==> config.mk <==
export PLATFORM = sky130hd
export DESIGN_NAME = sha256_stream_hasher
export DESIGN_NICKNAME = d
export VERILOG_FILES = /design/src/hdl/sha_pkg.sv /design/src/hdl/sha256_stream_hasher.sv /design/src/hdl/sha_round_core.sv
export SDC_FILE = /design/constraint.sdc
export NUM_CORES = 2
export LEC_CHECK = 0
export ABC_AREA = 1
export ABC_CLOCK_PERIOD_IN_PS = 19400
export BUFFER_PORTS_ARGS = -buffer_cell sky130_fd_sc_hd__clkbuf_2
export CORE_MARGIN = 3
export CORE_UTILIZATION = 30
export DETAILED_ROUTE_END_ITERATION = 8
export PLACE_DENSITY = 0.41
export SETUP_SLACK_MARGIN = 0.02
export SLEW_MARGIN = 10
export SYNTH_ARGS = -nofsm -noshare
export SYNTH_HDL_FRONTEND = slang
export SYNTH_SLANG_ARGS = --single-unit
==> constraint.sdc <==
create_clock -name i_clk -period 19.4 [get_ports i_clk]
set_input_delay 0.97 -clock i_clk [delete_from_list [all_inputs] [get_ports i_clk]]
set_output_delay 0.97 -clock i_clk [all_outputs]
set_load 0.01 [all_outputs]
==> src/hdl/sha_pkg.sv <==
package sha_pkg;

    // one input word and one digest word
    typedef struct packed {
        logic [7:0] data_byte;
        logic       byte_valid;
        logic       end_of_message;
    } t_in_item;

    typedef struct packed {
        logic [31:0] digest_word;
        logic [2:0]  word_index;
        logic        last_word;
    } t_out_item;

    // hash words, word 0 first
    typedef logic [7:0][31:0] t_hash;

    // control from the sequencer to the round core
    typedef struct packed {
        logic       load;
        logic [7:0] data;
        logic       start;
        logic       init;
    } t_core_ctl;

    typedef enum logic [1:0] {
        ST_IDLE,
        ST_COMP,
        ST_PAD,
        ST_OUT
    } t_state;

    typedef enum logic [1:0] {
        CS_IDLE,
        CS_ROUND,
        CS_FINAL
    } t_core_state;

    localparam logic [7:0] PAD_BYTE = 8'h80;
    localparam logic [5:0] LEN_POS  = 6'd56;
    localparam logic [5:0] LAST_POS = 6'd63;
    localparam logic [2:0] LAST_IDX = 3'd7;

    localparam t_hash HASH_INIT = {
        32'h5be0cd19, 32'h1f83d9ab, 32'h9b05688c, 32'h510e527f,
        32'ha54ff53a, 32'h3c6ef372, 32'hbb67ae85, 32'h6a09e667
    };

    localparam logic [31:0] K_ROUND [64] = '{
        32'h428a2f98, 32'h71374491, 32'hb5c0fbcf, 32'he9b5dba5,
        32'h3956c25b, 32'h59f111f1, 32'h923f82a4, 32'hab1c5ed5,
        32'hd807aa98, 32'h12835b01, 32'h243185be, 32'h550c7dc3,
        32'h72be5d74, 32'h80deb1fe, 32'h9bdc06a7, 32'hc19bf174,
        32'he49b69c1, 32'hefbe4786, 32'h0fc19dc6, 32'h240ca1cc,
        32'h2de92c6f, 32'h4a7484aa, 32'h5cb0a9dc, 32'h76f988da,
        32'h983e5152, 32'ha831c66d, 32'hb00327c8, 32'hbf597fc7,
        32'hc6e00bf3, 32'hd5a79147, 32'h06ca6351, 32'h14292967,
        32'h27b70a85, 32'h2e1b2138, 32'h4d2c6dfc, 32'h53380d13,
        32'h650a7354, 32'h766a0abb, 32'h81c2c92e, 32'h92722c85,
        32'ha2bfe8a1, 32'ha81a664b, 32'hc24b8b70, 32'hc76c51a3,
        32'hd192e819, 32'hd6990624, 32'hf40e3585, 32'h106aa070,
        32'h19a4c116, 32'h1e376c08, 32'h2748774c, 32'h34b0bcb5,
        32'h391c0cb3, 32'h4ed8aa4a, 32'h5b9cca4f, 32'h682e6ff3,
        32'h748f82ee, 32'h78a5636f, 32'h84c87814, 32'h8cc70208,
        32'h90befffa, 32'ha4506ceb, 32'hbef9a3f7, 32'hc67178f2
    };

endpackage

==> src/hdl/sha256_stream_hasher.sv <==
// SHA-256 over a byte stream.
// Input channel (i_in_valid / o_in_ready / i_in): one word per message byte;
// byte_valid marks a real byte, end_of_message closes the message (the last
// word may carry no byte, so an empty message works).
// Output channel (o_out_valid / i_out_ready / o_out): eight digest words,
// word 0 first, last_word set on word 7.
// A byte word is taken while the sequencer is idle. The 64th byte of a block
// starts the round core: 64 rounds at one per cycle, then a final step adds
// the working variables into the hash words. The input is held off while a
// block is compressed.
// After end_of_message the sequencer feeds the pad bytes into the window one
// per cycle (64 minus the bytes held, at most 72 over two blocks) with one or
// two more compressions, then shows the digest words one per accepted word.
// A stalled receiver holds the current digest word; no input is taken until
// word 7 is accepted, after which the hash words return to their initial
// values. Reset (synchronous, active low) gives the same fresh state.
module sha256_stream_hasher (
    input  logic               i_clk,
    input  logic               i_rst_n,
    input  logic               i_in_valid,
    output logic               o_in_ready,
    input  sha_pkg::t_in_item  i_in,
    output logic               o_out_valid,
    input  logic               i_out_ready,
    output sha_pkg::t_out_item o_out
);
    import sha_pkg::*;

    t_state      r_state, n_state;
    logic [5:0]  r_fill, n_fill;
    logic [63:0] r_bit_count, n_bit_count;
    logic [63:0] r_len, n_len;
    logic        r_pad_first, n_pad_first;
    logic        r_two_block, n_two_block;
    logic        r_eom, n_eom;
    logic        r_final, n_final;
    logic [2:0]  r_out_idx, n_out_idx;

    t_core_ctl   ctl;
    t_hash       hash;
    logic        core_done;
    logic        in_acc, out_acc;
    logic        len_byte;
    logic [7:0]  pad_byte;

    sha_round_core u_core (
        .i_clk   (i_clk),
        .i_rst_n (i_rst_n),
        .i_ctl   (ctl),
        .o_hash  (hash),
        .o_done  (core_done)
    );

    assign o_in_ready  = (r_state == ST_IDLE);
    assign o_out_valid = (r_state == ST_OUT);
    assign in_acc      = i_in_valid && o_in_ready;
    assign out_acc     = o_out_valid && i_out_ready;

    // pad byte: the 0x80 mark, zeros, then the bit length msb first
    always_comb begin
        len_byte = !r_pad_first && !r_two_block && (r_fill >= LEN_POS);
        if (r_pad_first) pad_byte = PAD_BYTE;
        else if (len_byte) pad_byte = r_len[63:56];
        else pad_byte = 8'h00;
    end

    // core control
    always_comb begin
        ctl.load  = (in_acc && i_in.byte_valid) || (r_state == ST_PAD);
        ctl.data  = (r_state == ST_PAD) ? pad_byte : i_in.data_byte;
        ctl.start = ctl.load && (r_fill == LAST_POS);
        ctl.init  = out_acc && (r_out_idx == LAST_IDX);
    end

    // sequencer
    always_comb begin
        n_state     = r_state;
        n_fill      = r_fill;
        n_bit_count = r_bit_count;
        n_len       = r_len;
        n_pad_first = r_pad_first;
        n_two_block = r_two_block;
        n_eom       = r_eom;
        n_final     = r_final;
        n_out_idx   = r_out_idx;
        case (r_state)
            ST_IDLE: begin
                if (in_acc) begin
                    if (i_in.byte_valid) begin
                        n_fill      = r_fill + 6'd1;
                        n_bit_count = r_bit_count + 64'd8;
                    end
                    if (i_in.end_of_message) begin
                        n_len       = n_bit_count;
                        n_pad_first = 1'b1;
                        n_eom       = 1'b1;
                    end
                    if (ctl.start) begin
                        n_state = ST_COMP;
                        n_final = 1'b0;
                    end else if (i_in.end_of_message) begin
                        n_state = ST_PAD;
                    end
                end
            end
            ST_PAD: begin
                n_fill      = r_fill + 6'd1;
                n_pad_first = 1'b0;
                if (len_byte) n_len = {r_len[55:0], 8'h00};
                if (r_pad_first && (r_fill >= LEN_POS)) n_two_block = 1'b1;
                if (r_fill == LAST_POS) begin
                    n_state     = ST_COMP;
                    n_final     = !r_pad_first && !r_two_block;
                    n_two_block = 1'b0;
                end
            end
            ST_COMP: begin
                if (core_done) begin
                    if (r_final) begin
                        n_state   = ST_OUT;
                        n_final   = 1'b0;
                        n_out_idx = '0;
                    end else if (r_eom) begin
                        n_state = ST_PAD;
                    end else begin
                        n_state = ST_IDLE;
                    end
                end
            end
            ST_OUT: begin
                if (out_acc) begin
                    n_out_idx = r_out_idx + 3'd1;
                    if (r_out_idx == LAST_IDX) begin
                        n_state     = ST_IDLE;
                        n_bit_count = '0;
                        n_fill      = '0;
                        n_eom       = 1'b0;
                    end
                end
            end
            default: n_state = ST_IDLE;
        endcase
    end

    always_ff @(posedge i_clk) begin
        if (!i_rst_n) begin
            r_state     <= ST_IDLE;
            r_fill      <= '0;
            r_bit_count <= '0;
            r_pad_first <= 1'b0;
            r_two_block <= 1'b0;
            r_eom       <= 1'b0;
            r_final     <= 1'b0;
            r_out_idx   <= '0;
        end else begin
            r_state     <= n_state;
            r_fill      <= n_fill;
            r_bit_count <= n_bit_count;
            r_pad_first <= n_pad_first;
            r_two_block <= n_two_block;
            r_eom       <= n_eom;
            r_final     <= n_final;
            r_out_idx   <= n_out_idx;
        end
    end

    // length shifter
    always_ff @(posedge i_clk) begin
        r_len <= n_len;
    end

    // digest word from the hash words, held while the receiver stalls
    always_comb begin
        o_out.digest_word = hash[r_out_idx];
        o_out.word_index  = r_out_idx;
        o_out.last_word   = (r_out_idx == LAST_IDX);
    end

`ifndef SYNTHESIS
    a_no_overlap: assert property (@(posedge i_clk) disable iff (!i_rst_n)
        !(o_in_ready && o_out_valid))
        else $error("input taken while digest pending");

    a_full_block: assert property (@(posedge i_clk) disable iff (!i_rst_n)
        (in_acc && i_in.byte_valid && (r_fill == LAST_POS)) |=> (r_state == ST_COMP))
        else $error("full block did not start compression");

    a_fresh_msg: assert property (@(posedge i_clk) disable iff (!i_rst_n)
        (out_acc && o_out.last_word) |=> ((r_bit_count == 64'd0) && (r_fill == 6'd0)))
        else $error("message state not cleared after digest");

    a_pad_no_input: assert property (@(posedge i_clk) disable iff (!i_rst_n)
        (r_state == ST_PAD) |-> (r_eom && !o_in_ready))
        else $error("padding without end of message");
`endif

endmodule

==> src/hdl/sha_round_core.sv <==
module sha_round_core (
    input  logic              i_clk,
    input  logic              i_rst_n,
    input  sha_pkg::t_core_ctl i_ctl,
    output sha_pkg::t_hash    o_hash,
    output logic              o_done
);
    import sha_pkg::*;

    function automatic logic [31:0] rotr(input logic [31:0] x, input int n);
        return (x >> n) | (x << (32 - n));
    endfunction

    t_core_state r_state, n_state;
    logic [5:0]  r_round;
    logic [31:0] r_w [16];
    logic [31:0] r_v [8];
    t_hash       r_hash;

    logic [31:0] big1, big0, ch, maj, t1, t2, w_new, s0, s1;

    // one round of the compression and one step of the schedule
    always_comb begin
        big1  = rotr(r_v[4], 6) ^ rotr(r_v[4], 11) ^ rotr(r_v[4], 25);
        big0  = rotr(r_v[0], 2) ^ rotr(r_v[0], 13) ^ rotr(r_v[0], 22);
        ch    = (r_v[4] & r_v[5]) ^ (~r_v[4] & r_v[6]);
        maj   = (r_v[0] & r_v[1]) ^ (r_v[0] & r_v[2]) ^ (r_v[1] & r_v[2]);
        t1    = r_v[7] + big1 + ch + K_ROUND[r_round] + r_w[0];
        t2    = big0 + maj;
        s0    = rotr(r_w[1], 7) ^ rotr(r_w[1], 18) ^ (r_w[1] >> 3);
        s1    = rotr(r_w[14], 17) ^ rotr(r_w[14], 19) ^ (r_w[14] >> 10);
        w_new = s1 + r_w[9] + s0 + r_w[0];
    end

    // round sequencer
    always_comb begin
        n_state = r_state;
        case (r_state)
            CS_IDLE: begin
                if (i_ctl.start) n_state = CS_ROUND;
            end
            CS_ROUND: begin
                if (r_round == LAST_POS) n_state = CS_FINAL;
            end
            CS_FINAL: begin
                n_state = CS_IDLE;
            end
            default: n_state = CS_IDLE;
        endcase
    end

    always_ff @(posedge i_clk) begin
        if (!i_rst_n) begin
            r_state <= CS_IDLE;
            r_round <= '0;
        end else begin
            r_state <= n_state;
            if (r_state == CS_ROUND) r_round <= r_round + 6'd1;
            else r_round <= '0;
        end
    end

    // hash words: initial values, then add the working variables per block
    always_ff @(posedge i_clk) begin
        if (!i_rst_n || i_ctl.init) begin
            r_hash <= HASH_INIT;
        end else if (r_state == CS_FINAL) begin
            for (int i = 0; i < 8; i++) r_hash[i] <= r_hash[i] + r_v[i];
        end
    end

    // working variables
    always_ff @(posedge i_clk) begin
        if (r_state == CS_IDLE && i_ctl.start) begin
            for (int i = 0; i < 8; i++) r_v[i] <= r_hash[i];
        end else if (r_state == CS_ROUND) begin
            r_v[0] <= t1 + t2;
            r_v[1] <= r_v[0];
            r_v[2] <= r_v[1];
            r_v[3] <= r_v[2];
            r_v[4] <= r_v[3] + t1;
            r_v[5] <= r_v[4];
            r_v[6] <= r_v[5];
            r_v[7] <= r_v[6];
        end
    end

    // message window: bytes shift in, rounds shift the schedule
    always_ff @(posedge i_clk) begin
        if (i_ctl.load) begin
            for (int i = 0; i < 15; i++) r_w[i] <= {r_w[i][23:0], r_w[i+1][31:24]};
            r_w[15] <= {r_w[15][23:0], i_ctl.data};
        end else if (r_state == CS_ROUND) begin
            for (int i = 0; i < 15; i++) r_w[i] <= r_w[i+1];
            r_w[15] <= w_new;
        end
    end

    assign o_hash = r_hash;
    assign o_done = (r_state == CS_FINAL);

endmodule

==> results.tsv <==
stage	metric	value	unit
worst_setup_path	setup.worst_path.end_class	flip-flop	
placed_design	place.gp.congestion	0.968	
global_routing	grt_overflow	0	
synth	ys_warn_count	0	
worst_setup_path	regToRegSetupSlack	10.03	ns
worst_setup_path	crit_end	u_core.r_v[0][31]	
route	routed_wl	384	mm
die	die_w	536	um
cts	cts_setup_buffers	0	
power_and_ir_drop	p_total	0.0192	W
run_status	status	finished, final reports clean	
min_path	min-delay-start	r_fill[2]	
worst_setup_path	r2r_end	u_core.r_v[0][31]	
global_routing	grt_pass1_vias	73400	
die	fp.dieH	536	um
worst_setup_path	cp-startpoint	u_core.r_round[2]	
synth	synth_edf_count	829	
sta	finalClockSkew	0.0713	ns
route	wl_per_cell	26.7	um
worst_setup_path	worstPathArrival	9.93	ns
synth	synth_top_cell_by_area	edfxtp_1	
sta	hold_viol	0	
final_layout	nFillCells	29600	
cts	htree_num_levels	4	
sta	tns	0	ns
sta	finalCritPeriodShare	48.3	%
synth	netlist_area	84100	um2
cts	clk_latency	0.88	ns
worst_setup_path	worstPathMaxFanout	34	
route	vias	75100	
sta	fin_crit	9.37	ns
die	coreArea	278000	um2
synth	synth.most_common_cell	nand2_1	
sta	timing.fmax	107	MHz
global_routing	grt_max_degree	188	
worst_setup_path	r2r-start	u_core.r_round[2]	
synth	synth_compound_area_share	15.6	%
worst_setup_path	slowest_delay	0.60	ns
synth	synth_fa_ha_area_share	10.6	%
placed_design	numPortBuffers	51	
cts	cts_tree	built	
route	drc	0	
synth	synth.distinct_cells	74	
final_layout	fin_util	33.5	%
final_layout	drive_gt1_share	5.82	%
die	rows	193	
worst_setup_path	cp.depth	37	
route	ant_nets	0	
placed_design	hpwl	304	mm
synth	async_flop_share	0	%
final_layout	fin_nets	11200	
synth	synth_top_family_by_area	simple AND/OR/NAND/NOR gates	
cts	hold_buffers	0	
sta	report.final.slew_viol_count	0	
worst_setup_path	critPathKind	flip-flop to flip-flop	
die	dieArea	287000	um2
min_path	holdPathStages	2	
cts	path_clk_slew	0.06	ns
synth	synth_seq_area_share	37.7	%
synth	netlist.area_leader.share	29.6	%
cts	cts.sinks	1169	
worst_setup_path	startpoint_type	flip-flop	
synth	synth_cells	10700	
cts	root_buffer	clkbuf_16	
power_and_ir_drop	ir_worst_vdd	248	uV
flow_run	cap_violations	0	
die	start_util	30.3	%
cts	numCtsBuffers	158	
route	firstDrtPassIters	6	
synth	synth.avg_cell_area	7.87	um2
synth	ys_ff_latch	1169	
synth	synth-xor-area-share	4.43	%
sta	max_slew_margin	9.03	%
sta	rsz0062_at_grt	no	
worst_setup_path	path_delay_family	simple AND/OR/NAND/NOR gates	
sta	setup_viol_count_final	0	
global_routing	antenna_found_initial	18	
worst_setup_path	reg2regPathDepth	37	
route	drtIter0Drc	7059	
synth	synthFlopType	edfxtp_1	
global_routing	grt_pass1_wl	545	mm
die	ios	52	
cts	postCtsResizedCells	0	
worst_setup_path	worstPathRequired	19.96	ns
sta	worst_slew_pin_slew	1.35	ns
cts	clk_path_buf_depth	4	
worst_setup_path	crit_path_frequent_cell	nand2_1	
route	viasPerCell	5.21	
synth	synthMuxAreaShare	3.56	%
synth	syn-num-nets	11300	
synth	synthTopCellsByCount	nand2_1 (2470), inv_1 (1388), o21ai_0 (936)	
worst_setup_path	cp_num_buf_inv	8	
global_routing	grt.total_usage	26.1	%
synth	yosys.area_share.simple	19.8	%
power_and_ir_drop	p_per_area	207	nW/um2
worst_setup_path	cpMaxStageDelayCell	nor2_1	
synth	synth.area.top_cells	edfxtp_1 (30%), nand2_1 (11%), dfxtp_1 (8.1%)	
final_layout	area_delta_synth_final	10.4	%
min_path	hold_path.class	flip-flop to flip-flop	
power_and_ir_drop	leakagePower	39.9	nW
==> cell families after synthesis <==
group | count (synthesis)
simple gates | 4036
fa+ha+maj | 595
flops | 1169
xor+xnor | 423
mux | 261
buf+inv | 1833
compound gates | 2380
==> placed cells by master (no fill, tap or decap), types with 159 or more instances in the layout <==
cell	count
nor2_1	745
xor2_1	242
clkbuf_16	159
ha_1	398
a21oi_1	883
fa_1	195
nand2_1	2468
nand3_1	485
inv_1	1385
o21ai_0	929
xnor2_1	178
dfxtp_1	336
edfxtp_1	829
==> flip-flops by register name (all words and copies together) (netlist names), 3 cells and up <==
signal and cells:
u_core.r_w 512, u_core.r_v 256, r_fill 6, u_core.o_hash 256, u_core.r_round 6, r_len 61, r_out_idx 3, r_bit_count 61
==> per-stage QoR <==
stage	area (um2)	setup WS, ns	cells	hold slack (ns)
CTS	92900	10.07	14400	0.430
finish	92900	10.03	14400	0.479
detailed placement	88100	10.13	14100	0.470
floorplan	84100	5.63	10700	0.442
global route	92900	9.66	14400	0.483
global placement	88100	10.05	14100	0.454
==> where the power goes <==
part	internal (W)	switching, W
sequential	0.00357	0.000411
combinational	0.00384	0.00860
clock	0.00161	0.00119
==> final cells by class <==
cell class	count	area (um2)	area share (%)
Tap cell	3705	4640	4.99
Timing Repair Buffer	149	1030	1.11
Clock inverter	64	483	0.520
Multi-Input combinational cell	7695	45500	48.9
Clock buffer	212	4290	4.61
Sequential cell	1169	31700	34.1
Antenna cell	5	12.5	0.0135
Inverter	1409	5310	5.72
==> worst min path at each step <==
stage             endpoint  slack, ns
2_1_floorplan    r_fill[2]       0.44
3_3_place_gp     r_fill[2]       0.45
3_5_place_dp     r_fill[2]       0.47
4_1_cts        r_pad_first       0.43
5_1_grt        r_pad_first       0.48
6_report         r_fill[2]       0.48
==> metal layers <==
| layer | global-route usage [%] | wire length (um) |
|---|---|---|
| met2 | 41.6 | 173000 |
| met4 | 8.73 | 14500 |
| met3 | 2.85 | 20400 |
| met5 | 0 | 27 |
| met1 | 36.6 | 177000 |
==> worst register-to-register path, delay by kind of cell (launching register included) <==
kind,cells,cell delay [ns]
buf+inv,8,1.61
compound gates,3,0.79
flops,1,0.30
simple gates,19,3.14
fa+ha+maj,6,2.75
xor+xnor,1,0.52
Power figures use the tool's default switching activity.
